**src/design/fap_pkg.sv**
```systemverilog
// ---------------------------------------------------------------------------
// fap_pkg - shared types and constants for the FASTA 2-bit packer
// Transaction payload structs, character codes and the base-code function.
// ---------------------------------------------------------------------------
package fap_pkg;

    // Word geometry
    localparam int WORD_W             = 32;
    localparam int CODE_W             = 2;
    localparam int BASES_PER_WORD_DEF = 16;
    localparam int COUNT_OUT_W        = 5;

    // Characters of interest
    localparam logic [7:0] CHR_NEWLINE = 8'h0A;
    localparam logic [7:0] CHR_HEADER  = 8'h3E;  // '>'
    localparam logic [7:0] CHR_COMMENT = 8'h3B;  // ';'
    localparam logic [7:0] CHR_FASTQ   = 8'h40;  // '@'

    // Base codes
    localparam logic [CODE_W-1:0] CODE_A = 2'd0;
    localparam logic [CODE_W-1:0] CODE_C = 2'd1;
    localparam logic [CODE_W-1:0] CODE_G = 2'd2;
    localparam logic [CODE_W-1:0] CODE_T = 2'd3;

    typedef struct packed {
        logic [7:0] text_byte;
        logic       end_of_input;
    } t_in_item;

    typedef struct packed {
        logic [WORD_W-1:0]      packed_word;
        logic [COUNT_OUT_W-1:0] bases_used;
        logic                   last_word;
    } t_out_item;

    typedef struct packed {
        logic              is_base;
        logic [CODE_W-1:0] code;
    } t_base;

    // Decode a text byte into a base code, either case
    function automatic t_base base_code(input logic [7:0] b);
        t_base res;
        res.is_base = 1'b1;
        res.code    = CODE_A;
        case (b)
            8'h41, 8'h61: res.code = CODE_A;
            8'h43, 8'h63: res.code = CODE_C;
            8'h47, 8'h67: res.code = CODE_G;
            8'h54, 8'h74: res.code = CODE_T;
            default:      res.is_base = 1'b0;
        endcase
        return res;
    endfunction

endpackage

```
**src/design/fasta_to_2bit_packer_core.sv**
```systemverilog
// ---------------------------------------------------------------------------
// fasta_to_2bit_packer_core - FASTA text to 2-bit packed DNA words
// Skips header and comment lines, codes A/C/G/T and packs them first base
// lowest into 32-bit words; flushes a zero-filled last word at end of input.
// A word is valid in the out register the cycle after its last byte enters.
// Throughput: one byte per cycle unless the output word waits; the output
// register takes a new word in the same cycle the old one goes downstream.
// Reset: synchronous, active low; clears line state, open word and out valid.
// ---------------------------------------------------------------------------
module fasta_to_2bit_packer_core #(
    parameter int BASES_PER_WORD = fap_pkg::BASES_PER_WORD_DEF
) (
    input  logic              i_clk,
    input  logic              i_rst_n,
    input  logic              i_in_valid,
    output logic              o_in_ready,
    input  fap_pkg::t_in_item i_in_data,
    output logic              o_out_valid,
    input  logic              i_out_ready,
    output fap_pkg::t_out_item o_out_data
);
    import fap_pkg::*;

    localparam int CNT_W  = $clog2(BASES_PER_WORD + 1);
    localparam int LANE_N = (BASES_PER_WORD < WORD_W / CODE_W) ?
                            BASES_PER_WORD : WORD_W / CODE_W;

    // Line and word state
    logic              r_at_line_start, n_at_line_start;
    logic              r_in_header,     n_in_header;
    logic [WORD_W-1:0] r_acc,           n_acc;
    logic [CNT_W-1:0]  r_pending,       n_pending;

    // Output register
    logic              r_out_valid, n_out_valid;
    t_out_item         r_out,       n_out;

    logic              take;
    logic              is_nl;
    logic              hdr_line;
    t_base             dec;
    logic              kept;
    logic [CNT_W-1:0]  cnt_inc;
    logic [CNT_W-1:0]  count;
    logic              full;
    logic              emit;
    logic [WORD_W-1:0] acc_upd;

    assign o_in_ready  = !r_out_valid || i_out_ready;
    assign take        = i_in_valid && o_in_ready;
    assign o_out_valid = r_out_valid;
    assign o_out_data  = r_out;

    // Classify the byte against line state
    always_comb begin
        is_nl    = (i_in_data.text_byte == CHR_NEWLINE);
        hdr_line = !is_nl && (r_in_header || (r_at_line_start &&
                   (i_in_data.text_byte == CHR_HEADER ||
                    i_in_data.text_byte == CHR_COMMENT ||
                    i_in_data.text_byte == CHR_FASTQ)));
        dec      = base_code(i_in_data.text_byte);
        kept     = !is_nl && !hdr_line && dec.is_base;
        cnt_inc  = r_pending + CNT_W'(1);
        count    = kept ? cnt_inc : r_pending;
        full     = kept && (32'(cnt_inc) == BASES_PER_WORD);
        emit     = full || i_in_data.end_of_input;
    end

    // Write the new code into its lane of the open word
    always_comb begin
        acc_upd = r_acc;
        for (int i = 0; i < LANE_N; i++) begin
            if (kept && (32'(r_pending) == i)) begin
                acc_upd[i*CODE_W +: CODE_W] = dec.code;
            end
        end
    end

    // Next state for line tracking, word and output register
    always_comb begin
        n_at_line_start = r_at_line_start;
        n_in_header     = r_in_header;
        n_acc           = r_acc;
        n_pending       = r_pending;
        n_out_valid     = r_out_valid && !i_out_ready;
        n_out           = r_out;
        if (take) begin
            n_at_line_start = is_nl;
            n_in_header     = hdr_line;
            n_acc           = acc_upd;
            n_pending       = count;
            if (emit) begin
                n_out_valid          = 1'b1;
                n_out.packed_word    = acc_upd;
                n_out.bases_used     = COUNT_OUT_W'(32'(count));
                n_out.last_word      = i_in_data.end_of_input;
                n_acc                = '0;
                n_pending            = '0;
                if (i_in_data.end_of_input) begin
                    n_at_line_start = 1'b1;
                    n_in_header     = 1'b0;
                end
            end
        end
    end

    // Hold control state under reset; payload needs none
    always_ff @(posedge i_clk) begin
        if (!i_rst_n) begin
            r_at_line_start <= 1'b1;
            r_in_header     <= 1'b0;
            r_acc           <= '0;
            r_pending       <= '0;
            r_out_valid     <= 1'b0;
        end else begin
            r_at_line_start <= n_at_line_start;
            r_in_header     <= n_in_header;
            r_acc           <= n_acc;
            r_pending       <= n_pending;
            r_out_valid     <= n_out_valid;
        end
        r_out <= n_out;
    end

    // The open word never holds a full complement of bases
    a_pending_below_full: assert property (@(posedge i_clk) disable iff (!i_rst_n)
        32'(r_pending) < BASES_PER_WORD)
        else $error("open word count reached word size");

    // A word that is not the last one is always full
    a_mid_word_full: assert property (@(posedge i_clk) disable iff (!i_rst_n)
        (r_out_valid && !r_out.last_word) |->
        (r_out.bases_used == COUNT_OUT_W'(BASES_PER_WORD)))
        else $error("partial word emitted before end of input");

    // End of input flushes the last word and returns line and word state to reset
    a_end_resets: assert property (@(posedge i_clk) disable iff (!i_rst_n)
        (take && i_in_data.end_of_input) |=>
        (r_pending == '0 && r_acc == '0 && r_at_line_start && !r_in_header &&
         r_out_valid && r_out.last_word))
        else $error("end of input did not flush and reset");

endmodule
```
**config.mk**
```make
export PLATFORM = sky130hd
export DESIGN_NAME = fasta_to_2bit_packer_core
export DESIGN_NICKNAME = d
export VERILOG_FILES = /design/src/design/fap_pkg.sv /design/src/design/fasta_to_2bit_packer_core.sv
export SDC_FILE = /design/constraint.sdc
export NUM_CORES = 1
export LEC_CHECK = 0
export BUFFER_PORTS_ARGS = -buffer_cell sky130_fd_sc_hd__buf_2
export CAP_MARGIN = 20
export CORE_ASPECT_RATIO = 0.7
export CORE_MARGIN = 4
export CORE_UTILIZATION = 49
export DETAILED_ROUTE_END_ITERATION = 6
export HOLD_SLACK_MARGIN = 0.08
export PLACE_DENSITY = 0.7
export SLEW_MARGIN = 10
export SYNTH_ARGS = -nofsm -noshare
export SYNTH_HDL_FRONTEND = slang
export SYNTH_SLANG_ARGS = --single-unit
```
**constraint.sdc**
```tcl
create_clock -name i_clk -period 8.49 [get_ports i_clk]
set_input_delay 0.849 -clock i_clk [delete_from_list [all_inputs] [get_ports i_clk]]
set_output_delay 0.849 -clock i_clk [all_outputs]
set_load 0.02 [all_outputs]
```
==> reports/metrics.csv <==
metric,value,unit
drive_gt1_share,29.57,%
die-area,8982,um^2
clock_path_buffers,2,
cts_made_buffers,9,
num-nets-final,386,
routed_wl,7579,um
mostFrequentLayoutCell,buf_2,
finalHoldViolCount,0,
required,8.54,ns
initial_utilization,50.50,%
cts_tree,built,
mostFrequentLayoutCells,"buf_2 (52), dfxtp_1 (40), edfxtp_1 (38)",
fmax,327.6,MHz
synth_ff_type,dfxtp_1,
postCtsSetupBuffers,0,
h-tree-depth,3,
clk_latency,0.35,ns
async_flop_share,0,%
io_buffers,52,
dr.pass1.iters,4,
worst_slew_pin_slew,0.7566,ns
synth-seq-cells,78,
rsz0062_at_grt,false,
nFillCells,626,
synth_area,3680,um^2
yosysSeqAreaShare,52.77,%
coreArea,7287,um^2
startpoint_type,register,
antenna_found_initial,0,
avgRoutedWirePerCell,16.13,um
final_util,57.93,%
min_period,3.053,ns
holdBufCountCts,0,
grt_pass1_wl,12700,um
cts_root_buf,clkbuf_8,
antenna_cells,0,
numClockSinks,78,
grt_max_degree,39,
vias_per_cell,5.668,
yosys_warnings,0,
grt_use_total,17.84,%
crit_fanout,22,
synth_edf_count,38,
fin_skew,0.008638,ns
drt_iter0_drc,219,
worstPathArrival,3.11,ns
drv_cap,0,
setup_tns,0,ns
die_x,111.6,um
critPathCaptureType,register,
hpwlAfterDp,5152,um
ioPinCount,53,
route.vias.total,2664,
ant_nets,0,
ir_drop,0.1250,mV
syn_area_per_cell,11.43,um^2
power_density,177.3,nW/um^2
gp_congestion,0.8388,
clk_pin_slew,0.07,ns
slew_headroom,49.56,%
yosysUniqueCellTypes,53,
finalSetupViolCount,0,
grt_pass1_vias,2478,
die_h,80.51,um
post-route-period-util,35.96,%
area_growth,14.72,%
final-max-slew-violation-count,0,
rows,26,
synthCells,322,
p_leak,1.608,nW
drc_errors,0,
post_cts_resized,0,
status,"complete, no violations",
syn-num-nets,340,
worst-setup-path-type,reg2reg,
grt-ovfl-total,0,
hold_path.class,reg2reg,
-- Yosys cell counts, types with 5 or more instances --
cell type	count	area share (%)
clkbuf_1	10	1.0
o211ai_1	9	1.8
o21ai_0	11	1.5
buf_2	5	0.68
nor2b_1	6	1.0
nand4_1	6	1.0
nor3_1	8	1.1
edfxtp_1	38	31
nor2_1	9	0.92
dfxtp_1	40	22
ha_1	5	1.7
a22oi_1	5	1.0
nand2_1	27	2.8
a22o_1	7	1.7
nand3_1	19	2.6
mux2_2	30	9.2
o2bb2ai_1	12	2.9
a21o_1	11	2.2
a21boi_0	6	1.2
-- kinds of logic (layout without fill, tap and decap cells) --
kind of cell / after synthesis / in the layout / share of synthesized area (%)
AND/OR/NAND/NOR: 104 / 104 / 15.91
flip-flops: 78 / 78 / 52.77
AO/OA/AOI/OAI: 76 / 76 / 15.64
multiplexers: 32 / 32 / 9.997
buffers and inverters: 23 / 73 / 3.026
adder cells (fa/ha/maj): 5 / 5 / 1.700
XOR/XNOR: 4 / 4 / 0.9522
-- routing by layer --
metal | track usage (%) | routed length (um) | vias up
li1 | - | - | 1314
met1 | 25.39 | 3623 | 1259
met2 | 26.05 | 3311 | 86
met3 | 6.099 | 584 | 5
met4 | 4.374 | 59 | 0
met5 | 0 | 0 | -
-- sequential cells by signal (all words and copies together) (netlist names) --
| signal | count |
|---|---|
| o_out_data | 38 |
| o_out_valid | 1 |
| r_acc | 32 |
| r_at_line_start | 1 |
| r_in_header | 1 |
| r_pending | 5 |
-- area by class of cell --
cell class	instances	area, um^2	share of cell area [%]
Sequential cell	78	1942	46.00
Tap cell	98	122.6	2.905
Inverter	4	15.01	0.3557
Clock buffer	11	141.4	3.349
Timing Repair Buffer	54	295.3	6.995
Multi-Input combinational cell	221	1634	38.71
Clock inverter	4	71.32	1.689
-- critical path: stages (launching register included) --
cell and delay (ns):
dfxtp_1 0.48, ha_1 0.34, and3_1 0.20, ha_1 0.24
nand3b_1 0.15, a221o_1 0.33, nor3_1 0.22, nor2_1 0.11
nor2_4 0.45, buf_16 0.23
-- power breakdown --
group,internal (W),switching (W),leakage [nW]
combinational,0.0000150,0.0000336,0.820
sequential,0.000400,0.00000164,0.685
clock,0.000171,0.000127,0.103
total,0.000586,0.000163,1.61
-- worst paths after layout --
kind | from | depth (start not counted) | to | slack (ns)
worst min-delay path | r_acc[13] | 1 | r_acc[13] | 0.47
worst max register to register | r_pending[0] | 9 | o_out_data[28] | 5.44
worst max-delay path | r_pending[0] | 9 | o_out_data[28] | 5.44
worst min register to register | r_acc[13] | 1 | r_acc[13] | 0.47
-- metrics by stage --
stage / std cells / worst slack, ns / instance area (um^2) / total power, W / hold slack [ns]
2_1_floorplan: 322 / 4.564 / 3680 / 0.0004431 / 0.4269
3_3_place_gp: 454 / 5.176 / 3981 / 0.0004564 / 0.4394
3_5_place_dp: 454 / 5.089 / 3981 / 0.0004575 / 0.4456
4_1_cts: 469 / 5.239 / 4194 / 0.0007529 / 0.4660
5_1_grt: 470 / 5.231 / 4222 / 0.0007772 / 0.4873
6_report: 470 / 5.437 / 4222 / 0.0007487 / 0.4672
No activity file was read; power rests on OpenSTA's default activity.
